### src/hdl/bbr_pkg.sv
// ----------------------------------------------------------------------------
// bbr_pkg
// Shared widths, register codes, reciprocal table and types of the row blur.
// ----------------------------------------------------------------------------
package bbr_pkg;

    localparam int CH_W       = 8;
    localparam int SUM_W      = 14;
    localparam int RAD_W      = 5;
    localparam int DIV_W      = RAD_W + 1;
    localparam int COL_W      = 16;
    localparam int CFG_IDX_W  = 8;
    localparam int CFG_DATA_W = 16;

    // floor(s / d) = (s * ceil(2^SH / d)) >> SH, exact for s < 2^SUM_W and d < 64
    localparam int RECIP_SH = 20;
    localparam int RECIP_W  = RECIP_SH + 1;
    localparam int PROD_W   = SUM_W + RECIP_W;
    localparam int QUO_W    = PROD_W - RECIP_SH;

    localparam int FIFO_DEPTH = 8;
    localparam int FIFO_AW    = 3;
    localparam int CRED_W     = 4;

    localparam logic [CH_W-1:0]       CH_MAX        = 8'd255;
    localparam logic [COL_W-1:0]      ROW_WIDTH_RST = 16'd640;
    localparam logic [RAD_W-1:0]      RADIUS_RST    = 5'd1;
    localparam logic [RAD_W-1:0]      RAD_TOP       = 5'd31;

    localparam logic [CFG_IDX_W-1:0]  REG_ROW_WIDTH   = 8'd0;
    localparam logic [CFG_IDX_W-1:0]  REG_BLUR_RADIUS = 8'd1;

    localparam logic [RECIP_W-1:0] RECIP_ONE = 21'h100000;

    // indexed by radius r, divisor 2r+1
    localparam logic [RECIP_W-1:0] RECIP_TAB [2**RAD_W] = '{
        (RECIP_ONE + 21'd0)  / 21'd1,  (RECIP_ONE + 21'd2)  / 21'd3,
        (RECIP_ONE + 21'd4)  / 21'd5,  (RECIP_ONE + 21'd6)  / 21'd7,
        (RECIP_ONE + 21'd8)  / 21'd9,  (RECIP_ONE + 21'd10) / 21'd11,
        (RECIP_ONE + 21'd12) / 21'd13, (RECIP_ONE + 21'd14) / 21'd15,
        (RECIP_ONE + 21'd16) / 21'd17, (RECIP_ONE + 21'd18) / 21'd19,
        (RECIP_ONE + 21'd20) / 21'd21, (RECIP_ONE + 21'd22) / 21'd23,
        (RECIP_ONE + 21'd24) / 21'd25, (RECIP_ONE + 21'd26) / 21'd27,
        (RECIP_ONE + 21'd28) / 21'd29, (RECIP_ONE + 21'd30) / 21'd31,
        (RECIP_ONE + 21'd32) / 21'd33, (RECIP_ONE + 21'd34) / 21'd35,
        (RECIP_ONE + 21'd36) / 21'd37, (RECIP_ONE + 21'd38) / 21'd39,
        (RECIP_ONE + 21'd40) / 21'd41, (RECIP_ONE + 21'd42) / 21'd43,
        (RECIP_ONE + 21'd44) / 21'd45, (RECIP_ONE + 21'd46) / 21'd47,
        (RECIP_ONE + 21'd48) / 21'd49, (RECIP_ONE + 21'd50) / 21'd51,
        (RECIP_ONE + 21'd52) / 21'd53, (RECIP_ONE + 21'd54) / 21'd55,
        (RECIP_ONE + 21'd56) / 21'd57, (RECIP_ONE + 21'd58) / 21'd59,
        (RECIP_ONE + 21'd60) / 21'd61, (RECIP_ONE + 21'd62) / 21'd63
    };

    typedef struct packed {
        logic [CH_W-1:0] red;
        logic [CH_W-1:0] green;
        logic [CH_W-1:0] blue;
    } t_pixel;

    typedef struct packed {
        logic valid;
        logic init;
        logic emit;
        logic last;
    } t_lane_ctl;

    typedef struct packed {
        logic valid;
        logic last;
    } t_res_ctl;

    typedef struct packed {
        t_lane_ctl        ctl;
        logic             use_mem;
        logic [RAD_W-1:0] rad;
        t_pixel           add_px;
        t_pixel           sub_px;
    } t_op;

endpackage

### src/hdl/bbr_if.sv
// ----------------------------------------------------------------------------
// bbr_if
// Handshake channels of the row blur: pixel in, pixel out, register write.
// ----------------------------------------------------------------------------
interface bbr_pix_in_if import bbr_pkg::*; ();
    logic            valid;
    logic            ready;
    logic [CH_W-1:0] red_in;
    logic [CH_W-1:0] green_in;
    logic [CH_W-1:0] blue_in;

    modport source (output valid, output red_in, output green_in, output blue_in,
                    input ready);
    modport sink   (input valid, input red_in, input green_in, input blue_in,
                    output ready);
endinterface

interface bbr_pix_out_if import bbr_pkg::*; ();
    logic            valid;
    logic            ready;
    logic [CH_W-1:0] red_out;
    logic [CH_W-1:0] green_out;
    logic [CH_W-1:0] blue_out;
    logic            row_end;

    modport source (output valid, output red_out, output green_out, output blue_out,
                    output row_end, input ready);
    modport sink   (input valid, input red_out, input green_out, input blue_out,
                    input row_end, output ready);
endinterface

interface bbr_cfg_if import bbr_pkg::*; ();
    logic                  valid;
    logic                  ready;
    logic [CFG_IDX_W-1:0]  index;
    logic [CFG_DATA_W-1:0] data;

    modport source (output valid, output index, output data, input ready);
    modport sink   (input valid, input index, input data, output ready);
endinterface

### src/hdl/bbr_lane.sv
// ----------------------------------------------------------------------------
// bbr_lane
// One color channel: running window sum, then divide by 2r+1 through a
// reciprocal multiply, clamp to 8 bits.
// ----------------------------------------------------------------------------
module bbr_lane import bbr_pkg::*; (
    input  logic             i_clk,
    input  logic             i_rst_n,
    input  t_lane_ctl        i_ctl,
    input  logic [RAD_W-1:0] i_rad,
    input  logic [CH_W-1:0]  i_add,
    input  logic [CH_W-1:0]  i_sub,
    output t_res_ctl         o_res,
    output logic [CH_W-1:0]  o_quo
);

    logic [DIV_W-1:0]  span;
    logic [SUM_W-1:0]  init_sum;
    logic [SUM_W-1:0]  r_sum;
    logic [SUM_W-1:0]  n_sum;
    t_res_ctl          r_s2;
    t_res_ctl          r_s3;
    logic [RAD_W-1:0]  r_s2_rad;
    logic [PROD_W-1:0] r_prod;
    logic [QUO_W-1:0]  quo_full;

    assign span     = {i_rad, 1'b1};
    assign init_sum = SUM_W'(SUM_W'(span) * SUM_W'(i_add));

    // first pixel of a row fills the whole window; otherwise slide by one
    assign n_sum = i_ctl.init ? init_sum
                              : SUM_W'(r_sum + SUM_W'(i_add) - SUM_W'(i_sub));

    always_ff @(posedge i_clk) begin
        if (!i_rst_n) begin
            r_sum <= '0;
            r_s2  <= '0;
            r_s3  <= '0;
        end else begin
            if (i_ctl.valid) begin
                r_sum <= n_sum;
            end
            r_s2.valid <= i_ctl.valid & i_ctl.emit;
            r_s2.last  <= i_ctl.last;
            r_s3       <= r_s2;
        end
    end

    always_ff @(posedge i_clk) begin
        r_s2_rad <= i_rad;
        r_prod   <= PROD_W'(r_sum) * PROD_W'(RECIP_TAB[r_s2_rad]);
    end

    assign quo_full = r_prod[PROD_W-1:RECIP_SH];
    assign o_quo    = (quo_full > QUO_W'(CH_MAX)) ? CH_MAX : quo_full[CH_W-1:0];
    assign o_res    = r_s3;

endmodule

### src/hdl/bbr_merge.sv
// ----------------------------------------------------------------------------
// bbr_merge
// Join the three lane quotients into one output word and queue it for the
// output channel.
// ----------------------------------------------------------------------------
module bbr_merge import bbr_pkg::*; (
    input  logic            i_clk,
    input  logic            i_rst_n,
    input  t_res_ctl        i_res,
    input  logic [CH_W-1:0] i_red,
    input  logic [CH_W-1:0] i_green,
    input  logic [CH_W-1:0] i_blue,
    bbr_pix_out_if.source   o_pix
);

    typedef struct packed {
        t_pixel px;
        logic   last;
    } t_out_word;

    t_out_word            r_mem [FIFO_DEPTH];
    logic [FIFO_AW-1:0]   r_wptr;
    logic [FIFO_AW-1:0]   r_rptr;
    logic [CRED_W-1:0]    r_cnt;
    logic                 push;
    logic                 pop;
    t_out_word            head;

    // the issue side holds a credit for every word, so push never overflows
    assign push = i_res.valid;
    assign pop  = o_pix.valid & o_pix.ready;
    assign head = r_mem[r_rptr];

    always_ff @(posedge i_clk) begin
        if (push) begin
            r_mem[r_wptr] <= '{px: '{red: i_red, green: i_green, blue: i_blue},
                               last: i_res.last};
        end
    end

    always_ff @(posedge i_clk) begin
        if (!i_rst_n) begin
            r_wptr <= '0;
            r_rptr <= '0;
            r_cnt  <= '0;
        end else begin
            if (push) begin
                r_wptr <= r_wptr + 1'b1;
            end
            if (pop) begin
                r_rptr <= r_rptr + 1'b1;
            end
            r_cnt <= r_cnt + CRED_W'(push) - CRED_W'(pop);
        end
    end

    assign o_pix.valid     = (r_cnt != '0);
    assign o_pix.red_out   = head.px.red;
    assign o_pix.green_out = head.px.green;
    assign o_pix.blue_out  = head.px.blue;
    assign o_pix.row_end   = head.last;

endmodule

### src/hdl/box_blur_row_rgb.sv
// ----------------------------------------------------------------------------
// box_blur_row_rgb
// Horizontal box blur of RGB rows with edge replication.
// ----------------------------------------------------------------------------
//  channel  dir  payload                                  word
//  i_pix    in   red_in, green_in, blue_in                one pixel
//  o_pix    out  red_out, green_out, blue_out, row_end    one blurred pixel
//  i_cfg    in   index, data                              one register write
//
//  One pixel is taken per clock when not stalled; results pass the issue
//  and lane registers to the output queue. The last pixel of a row is
//  followed by r flush words (one memory read each) with i_pix.ready low.
//  An 8-word output queue absorbs output stalls; when it is committed full,
//  input stalls. Reset is synchronous; the window memory needs no clear.
// ----------------------------------------------------------------------------
module box_blur_row_rgb import bbr_pkg::*; #(
    parameter int MAX_RADIUS   = 31,
    parameter int WINDOW_DEPTH = 64
) (
    input  logic           i_clk,
    input  logic           i_rst_n,
    bbr_pix_in_if.sink     i_pix,
    bbr_pix_out_if.source  o_pix,
    bbr_cfg_if.sink        i_cfg
);

    localparam int WIN_AW   = $clog2(WINDOW_DEPTH);
    localparam int RAD_WIN  = (WINDOW_DEPTH - 2) / 2;
    localparam int RAD_LIM0 = (MAX_RADIUS < RAD_WIN) ? MAX_RADIUS : RAD_WIN;
    localparam int RAD_LIM  = (RAD_LIM0 < 2**RAD_W - 1) ? RAD_LIM0 : 2**RAD_W - 1;
    localparam logic [RAD_W-1:0]  RAD_CAP  = RAD_W'(RAD_LIM);
    localparam logic [WIN_AW-1:0] WIN_LAST = WIN_AW'(WINDOW_DEPTH - 1);
    localparam logic [WIN_AW:0]   WIN_SIZE = (WIN_AW+1)'(WINDOW_DEPTH);

    // configuration
    logic [COL_W-1:0]  r_row_width;
    logic [RAD_W-1:0]  r_blur_rad;

    // row state
    logic [COL_W-1:0]  r_col;
    logic [COL_W-1:0]  r_act_w;
    logic [RAD_W-1:0]  r_act_r;
    t_pixel            r_first;
    logic              r_flushing;
    logic [RAD_W-1:0]  r_left;
    logic [WIN_AW-1:0] r_fptr;
    t_pixel            r_px;
    logic [WIN_AW-1:0] r_wptr;
    logic [CRED_W-1:0] r_credit;
    t_op               r_op;
    t_op               n_op;

    // window memory
    t_pixel            r_win [WINDOW_DEPTH];
    t_pixel            r_rdata;

    t_pixel            px;
    t_pixel            sub_px;
    logic              col_zero;
    logic [COL_W-1:0]  w_eff;
    logic [COL_W-1:0]  half;
    logic [RAD_W-1:0]  rad_new;
    logic [COL_W-1:0]  cur_w;
    logic [RAD_W-1:0]  cur_r;
    logic [DIV_W-1:0]  span;
    logic              use_mem;
    logic              end_row;
    logic              emit;
    logic              last;
    logic              credit_ok;
    logic              in_acc;
    logic              fl_issue;
    logic              issue_emit;
    logic              out_pop;
    logic [WIN_AW:0]   rd_raw;
    logic [WIN_AW-1:0] rd_norm;
    logic [WIN_AW-1:0] rd_addr;
    t_res_ctl          red_res;
    logic [CH_W-1:0]   red_q;
    logic [CH_W-1:0]   green_q;
    logic [CH_W-1:0]   blue_q;

    function automatic logic [WIN_AW-1:0] wrap_inc(input logic [WIN_AW-1:0] p);
        return (p == WIN_LAST) ? '0 : p + 1'b1;
    endfunction

    // configuration port
    assign i_cfg.ready = 1'b1;

    always_ff @(posedge i_clk) begin
        if (!i_rst_n) begin
            r_row_width <= ROW_WIDTH_RST;
            r_blur_rad  <= RADIUS_RST;
        end else if (i_cfg.valid) begin
            unique case (i_cfg.index)
                REG_ROW_WIDTH: begin
                    r_row_width <= i_cfg.data[COL_W-1:0];
                end
                REG_BLUR_RADIUS: begin
                    r_blur_rad <= i_cfg.data[RAD_W-1:0];
                end
                default: begin
                end
            endcase
        end
    end

    // row setup, latched on the first pixel of each row
    assign px       = '{red: i_pix.red_in, green: i_pix.green_in, blue: i_pix.blue_in};
    assign col_zero = (r_col == '0);
    assign w_eff    = (r_row_width == '0) ? COL_W'(1) : r_row_width;
    assign half     = (w_eff - COL_W'(1)) >> 1;

    always_comb begin
        rad_new = r_blur_rad;
        if (COL_W'(rad_new) > half) begin
            rad_new = half[RAD_W-1:0];
        end
        if (rad_new > RAD_CAP) begin
            rad_new = RAD_CAP;
        end
    end

    assign cur_w   = col_zero ? w_eff : r_act_w;
    assign cur_r   = col_zero ? rad_new : r_act_r;
    assign span    = {r_act_r, 1'b1};
    assign use_mem = !col_zero && (r_col >= COL_W'(span));
    assign end_row = (r_col >= cur_w - COL_W'(1));
    assign emit    = (r_col >= COL_W'(cur_r));
    assign last    = end_row && (cur_r == '0);

    // handshake and credits for the output queue
    assign credit_ok   = (r_credit != CRED_W'(FIFO_DEPTH));
    assign i_pix.ready = !r_flushing && credit_ok;
    assign in_acc      = i_pix.valid & i_pix.ready;
    assign fl_issue    = r_flushing & credit_ok;
    assign issue_emit  = (in_acc & emit) | fl_issue;
    assign out_pop     = o_pix.valid & o_pix.ready;

    // slot of column c - 2r - 1, modulo the window depth
    assign rd_raw  = {1'b0, r_wptr} + WIN_SIZE - (WIN_AW+1)'(span);
    assign rd_norm = (rd_raw >= WIN_SIZE) ? WIN_AW'(rd_raw - WIN_SIZE) : rd_raw[WIN_AW-1:0];
    assign rd_addr = r_flushing ? r_fptr : rd_norm;

    always_ff @(posedge i_clk) begin
        if (in_acc) begin
            r_win[r_wptr] <= px;
        end
        r_rdata <= r_win[rd_addr];
    end

    always_comb begin
        n_op = '0;
        if (in_acc) begin
            n_op.ctl     = '{valid: 1'b1, init: col_zero, emit: emit, last: last};
            n_op.use_mem = use_mem;
            n_op.rad     = cur_r;
            n_op.add_px  = px;
            n_op.sub_px  = r_first;
        end else if (fl_issue) begin
            n_op.ctl     = '{valid: 1'b1, init: 1'b0, emit: 1'b1,
                             last: (r_left == RAD_W'(1))};
            n_op.use_mem = 1'b1;
            n_op.rad     = r_act_r;
            n_op.add_px  = r_px;
            n_op.sub_px  = r_px;
        end
    end

    always_ff @(posedge i_clk) begin
        if (!i_rst_n) begin
            r_col      <= '0;
            r_act_w    <= COL_W'(1);
            r_act_r    <= '0;
            r_first    <= '0;
            r_flushing <= 1'b0;
            r_left     <= '0;
            r_fptr     <= '0;
            r_px       <= '0;
            r_wptr     <= '0;
            r_credit   <= '0;
            r_op       <= '0;
        end else begin
            r_op     <= n_op;
            r_credit <= r_credit + CRED_W'(issue_emit) - CRED_W'(out_pop);
            if (in_acc) begin
                if (col_zero) begin
                    r_act_w <= w_eff;
                    r_act_r <= rad_new;
                    r_first <= px;
                end
                if (end_row) begin
                    r_col  <= '0;
                    r_wptr <= '0;
                    if (cur_r != '0) begin
                        r_flushing <= 1'b1;
                        r_left     <= cur_r;
                        r_fptr     <= wrap_inc(rd_norm);
                        r_px       <= px;
                    end
                end else begin
                    r_col  <= r_col + COL_W'(1);
                    r_wptr <= wrap_inc(r_wptr);
                end
            end else if (fl_issue) begin
                // replicate the last pixel past the right edge
                r_fptr <= wrap_inc(r_fptr);
                r_left <= r_left - RAD_W'(1);
                if (r_left == RAD_W'(1)) begin
                    r_flushing <= 1'b0;
                end
            end
        end
    end

    assign sub_px = r_op.use_mem ? r_rdata : r_op.sub_px;

    bbr_lane u_lane_red (
        .i_clk   (i_clk),
        .i_rst_n (i_rst_n),
        .i_ctl   (r_op.ctl),
        .i_rad   (r_op.rad),
        .i_add   (r_op.add_px.red),
        .i_sub   (sub_px.red),
        .o_res   (red_res),
        .o_quo   (red_q)
    );

    bbr_lane u_lane_green (
        .i_clk   (i_clk),
        .i_rst_n (i_rst_n),
        .i_ctl   (r_op.ctl),
        .i_rad   (r_op.rad),
        .i_add   (r_op.add_px.green),
        .i_sub   (sub_px.green),
        .o_res   (),
        .o_quo   (green_q)
    );

    bbr_lane u_lane_blue (
        .i_clk   (i_clk),
        .i_rst_n (i_rst_n),
        .i_ctl   (r_op.ctl),
        .i_rad   (r_op.rad),
        .i_add   (r_op.add_px.blue),
        .i_sub   (sub_px.blue),
        .o_res   (),
        .o_quo   (blue_q)
    );

    bbr_merge u_merge (
        .i_clk   (i_clk),
        .i_rst_n (i_rst_n),
        .i_res   (red_res),
        .i_red   (red_q),
        .i_green (green_q),
        .i_blue  (blue_q),
        .o_pix   (o_pix)
    );

endmodule

### src/flat_wrapper.sv
// flat-port wrapper written by rule: the top's interface ports become plain ports
module box_blur_row_rgb_flat import bbr_pkg::*;
#(
    parameter int MAX_RADIUS   = 31,
    parameter int WINDOW_DEPTH = 64
)
  (i_clk, i_rst_n, i_pix_valid, i_pix_red_in, i_pix_green_in, i_pix_blue_in, i_pix_ready, o_pix_valid, o_pix_red_out, o_pix_green_out, o_pix_blue_out, o_pix_row_end, o_pix_ready, i_cfg_valid, i_cfg_index, i_cfg_data, i_cfg_ready);
  bbr_pix_in_if i_pix_i ();
  bbr_pix_out_if o_pix_i ();
  bbr_cfg_if i_cfg_i ();
  input  logic i_clk;
  input  logic i_rst_n;
  input wire logic [$bits(i_pix_i.valid)-1:0] i_pix_valid;
  input wire logic [$bits(i_pix_i.red_in)-1:0] i_pix_red_in;
  input wire logic [$bits(i_pix_i.green_in)-1:0] i_pix_green_in;
  input wire logic [$bits(i_pix_i.blue_in)-1:0] i_pix_blue_in;
  output wire logic [$bits(i_pix_i.ready)-1:0] i_pix_ready;
  output wire logic [$bits(o_pix_i.valid)-1:0] o_pix_valid;
  output wire logic [$bits(o_pix_i.red_out)-1:0] o_pix_red_out;
  output wire logic [$bits(o_pix_i.green_out)-1:0] o_pix_green_out;
  output wire logic [$bits(o_pix_i.blue_out)-1:0] o_pix_blue_out;
  output wire logic [$bits(o_pix_i.row_end)-1:0] o_pix_row_end;
  input wire logic [$bits(o_pix_i.ready)-1:0] o_pix_ready;
  input wire logic [$bits(i_cfg_i.valid)-1:0] i_cfg_valid;
  input wire logic [$bits(i_cfg_i.index)-1:0] i_cfg_index;
  input wire logic [$bits(i_cfg_i.data)-1:0] i_cfg_data;
  output wire logic [$bits(i_cfg_i.ready)-1:0] i_cfg_ready;
  assign i_pix_i.valid = i_pix_valid;
  assign i_pix_i.red_in = i_pix_red_in;
  assign i_pix_i.green_in = i_pix_green_in;
  assign i_pix_i.blue_in = i_pix_blue_in;
  assign i_pix_ready = i_pix_i.ready;
  assign o_pix_valid = o_pix_i.valid;
  assign o_pix_red_out = o_pix_i.red_out;
  assign o_pix_green_out = o_pix_i.green_out;
  assign o_pix_blue_out = o_pix_i.blue_out;
  assign o_pix_row_end = o_pix_i.row_end;
  assign o_pix_i.ready = o_pix_ready;
  assign i_cfg_i.valid = i_cfg_valid;
  assign i_cfg_i.index = i_cfg_index;
  assign i_cfg_i.data = i_cfg_data;
  assign i_cfg_ready = i_cfg_i.ready;
  box_blur_row_rgb #(.MAX_RADIUS(MAX_RADIUS), .WINDOW_DEPTH(WINDOW_DEPTH)) u_core (.i_clk(i_clk), .i_rst_n(i_rst_n), .i_pix(i_pix_i), .o_pix(o_pix_i), .i_cfg(i_cfg_i));
endmodule
### config.mk
export PLATFORM = sky130hd
export DESIGN_NAME = box_blur_row_rgb_flat
export DESIGN_NICKNAME = d
export VERILOG_FILES = /design/src/hdl/bbr_pkg.sv /design/src/hdl/bbr_if.sv /design/src/hdl/bbr_lane.sv /design/src/hdl/bbr_merge.sv /design/src/hdl/box_blur_row_rgb.sv /design/src/flat_wrapper.sv
export SDC_FILE = /design/constraint.sdc
export NUM_CORES = 2
export LEC_CHECK = 0
export BUFFER_PORTS_ARGS = -buffer_cell sky130_fd_sc_hd__buf_2
export CAP_MARGIN = 20
export CORE_AREA = 2 2 500 601
export DETAILED_ROUTE_END_ITERATION = 6
export DIE_AREA = 0 0 502 603
export MAX_ROUTING_LAYER = met4
export PLACE_DENSITY = 0.58
export SYNTH_ARGS = -nofsm -noshare
export SYNTH_HDL_FRONTEND = slang
export SYNTH_SLANG_ARGS = --single-unit
### constraint.sdc
create_clock -name i_clk -period 10.4 [get_ports i_clk]
set_clock_uncertainty 0.05 [all_clocks]
set_input_delay 0.52 -clock i_clk [delete_from_list [all_inputs] [get_ports i_clk]]
set_output_delay 0.52 -clock i_clk [all_outputs]
set_load 0.02 [all_outputs]
==> reports/qor.txt <==
initial core utilization: 37.89%
FMAX: 112.1 MHz
Syn Nets: 9,406
fin crit share: 85.80%
sequential share of the synthesized area: 52.14%
post-synthesis mux area share: 10.62%
CTS tree: yes
main area contributors after synthesis: edfxtp_1, fa_1, mux4_2
Reg clk slew, reported paths: 0.07 ns
GRT Util Overall: 19.64%
Rel. slew slack: 15.14%
post-synth top area share: 46.45%
routed wire length: 290.5 mm
Setup Fix Bufs, Post-CTS: 0
FFs w/ async S/R, synth: 0%
DIE AREA: 0.3027 mm²
CP required: 11.13 ns
Synth Area in Compound Gates: 5.008%
worst skew pair latency: 0.90 ns
pin count of the biggest net entering global routing: 135
via count: 65,610
routed len/inst: 23.51 µm
Final GP Congestion: 0.8620
Power Density: 210.7 mW/mm²
Yosys reg bits: 2,055
Area after DPL: 0.1179 mm²
# hold bufs at CTS: 22
PortBufs: 79
worst-path fanout max: 25
WP data arrival: 9.65 ns
Adder-Cell Fraction of Synth Area: 18.47%
status: finished, final reports clean
Final Max Slew Viols: 0
post-synth top area cell: edfxtp_1
clk root buf: clkbuf_16
final number of hold-violating endpoints: 0
crit path launch: u_core.u_lane_red.r_s2_rad[1]
post_cts resized: 0
top post-synthesis cells by count: edfxtp_1, inv_1, nand2_1
layout cells sized above 1: 14.73%
Die X: 502 µm
clk sinks: 2,055
Overflow after GRT: 0
DRC: 0
Place WS: 1.518 ns
critical path class: reg -> reg
ANT nets after route: 0
syn_area_per_cell: 13.79 µm²
HPWL after detailed placement: 187.8 mm
count leader, synth: edfxtp_1
# setup viols final: 0
Layout area overhead: 11.44%
TritonRoute pass-1 iters: 5
Max Cap Viol: 0
crit path max-delay cell type: o21ai_4
Top Ports: 81
Worst VDD drop: 0.2324 mV
# nets final: 9,470
Post-Route Setup TNS: 0 ns
ys flop type: edfxtp_1
Synth warnings: 0
Core ar.: 0.2962 mm²
simple-gate area share of the yosys netlist: 8.208%
xor/xnor share of the synthesized area: 1.179%
worst slew pin tran: 1.265 ns
Hold WC Path Type: in -> reg
vias in the first global route: 69,140
Die Span Y: 603 µm
Num CTS Buffers: 213
vias per cell: 5.311
kind of end point of the critical path: flop
Design Area, Final: 0.1251 mm²
final worst setup slack: 1.477 ns
unrepaired setup endpoints after global routing: no
number of flops mapped to enable cells by yosys: 1,736
most frequent CP cell: inv_1
Critical Path Source Type: flop
first-pass GRT wire length: 437.7 mm
Detailed Route Iter0 Violations: 5,334
synthesized cell area: 0.1122 mm²
Distinct cells, synth: 82
initial antenna violation count: 5
row count: 219
RR Startpoint: u_core.u_lane_red.r_s2_rad[1]
H-tree Lvls: 4
synthesized instance count: 8,137
Final min period: 8.923 ns
crit-path max cell delay: 0.79 ns
largest family of logic cells by synthesized area: adder cells
Leak: 46.02 nW
Power Total: 0.02635 W
Hold Startpoint: i_pix_valid
Max Root-Sink Buffers: 4
-- power by group --
group / internal [W] / leakage, nW / switching, W
Clock: 0.00442 / 3.38 / 0.00323
Combinational: 0.00333 / 24.4 / 0.00564
Sequential: 0.00941 / 18.2 / 0.000321
Total: 0.0172 / 46.0 / 0.00919
-- cell families after synthesis --
kind of cell               after synthesis
xor gates and xnor gates               151
and+or+nand+nor                       1925
AOI/OAI and AO/OA                      874
other                                    1
buffers and inverters                 1277
DFF                                   2055
adders and majority gates             1216
muxes                                  638
-- worst max-delay path, delay by kind of cell, from the launching register on --
| kind | cells | cell delay [ns] |
|---|---|---|
| AOI/OAI and AO/OA | 8 | 2.70 |
| adders and majority gates | 8 | 3.42 |
| buffers and inverters | 7 | 0.87 |
| DFF | 1 | 0.61 |
| muxes | 1 | 0.18 |
| and+or+nand+nor | 4 | 0.96 |
-- per-layer routing --
layer / routed length [µm] / vias up / track usage [%]
met5: 0 / - / -
met4: 9606 / 0 / 5.874
met3: 14490 / 437 / 2.402
met2: 148300 / 1884 / 33.92
met1: 118000 / 34200 / 24.06
li1: - / 29090 / -
-- state kept, by name (all words and copies together), names as in the netlist, 6 cells and up, named ones only --
signal,cells
u_core.r_col,16
u_core.u_lane_blue.r_sum,14
u_core.r_fptr,6
u_core.u_lane_green.r_prod,15
u_core.r_wptr,6
u_core.r_rdata,24
u_core.u_lane_blue.r_prod,15
u_core.r_win,1536
u_core.u_merge.r_mem,200
u_core.u_lane_red.r_sum,14
u_core.u_lane_red.r_prod,15
u_core.r_px,24
u_core.r_op,58
u_core.r_first,24
u_core.u_lane_green.r_sum,14
u_core.r_act_w,16
u_core.r_row_width,16
-- through the flow --
stage	util [%]	instances	hold slack, ns
floorplan	-	8137	0.3303
global placement	39.80	11940	0.3861
detailed placement	39.81	11940	0.3848
CTS	42.22	12350	0.005062
global route	42.22	12350	0.06107
finish	42.22	12350	0.07838
-- cells in the final DEF, fill, tap and decap left out, types with 28 or more instances in the layout --
cell	instances
a211oi_1	189
nor2b_1	118
nand2_1	783
dfxtp_1	313
mux4_2	437
and3_1	91
buf_4	199
a21o_1	66
clkinv_1	44
fa_1	735
clkbuf_16	216
o21ai_0	114
mux2_2	50
nor4_1	45
ha_1	481
nand3_1	73
edfxtp_1	1736
nor2_1	255
mux2i_1	144
nor2_2	62
or2_2	34
a22oi_1	28
a21oi_1	296
clkinv_2	37
xor2_1	63
nor3_1	54
inv_1	813
and2_1	288
buf_2	79
xnor2_1	88
clkbuf_1	36
-- final timing paths --
path | cells after the start | slack [ns] | end
setup / recovery | 28 | 1.48 | u_core.u_lane_blue.r_prod[32]
hold / removal | 4 | 0.08 | u_core.r_op[57]
setup reg to reg | 28 | 1.48 | u_core.u_lane_blue.r_prod[32]
hold reg to reg | 1 | 0.40 | u_core.u_lane_red.o_res[1]
-- area by class of cell --
cell class / instances / area [µm²]
repair buffers: 310 / 2301
inverters: 816 / 3068
well taps: 3978 / 4977
fillers: 26980 / 171100
clock inverters: 126 / 1276
clock buffers: 259 / 5637
multi-input cells: 4805 / 49260
flip-flops and latches: 2055 / 58530
diodes: 5 / 12.51
Power figures use the tool's default switching activity.
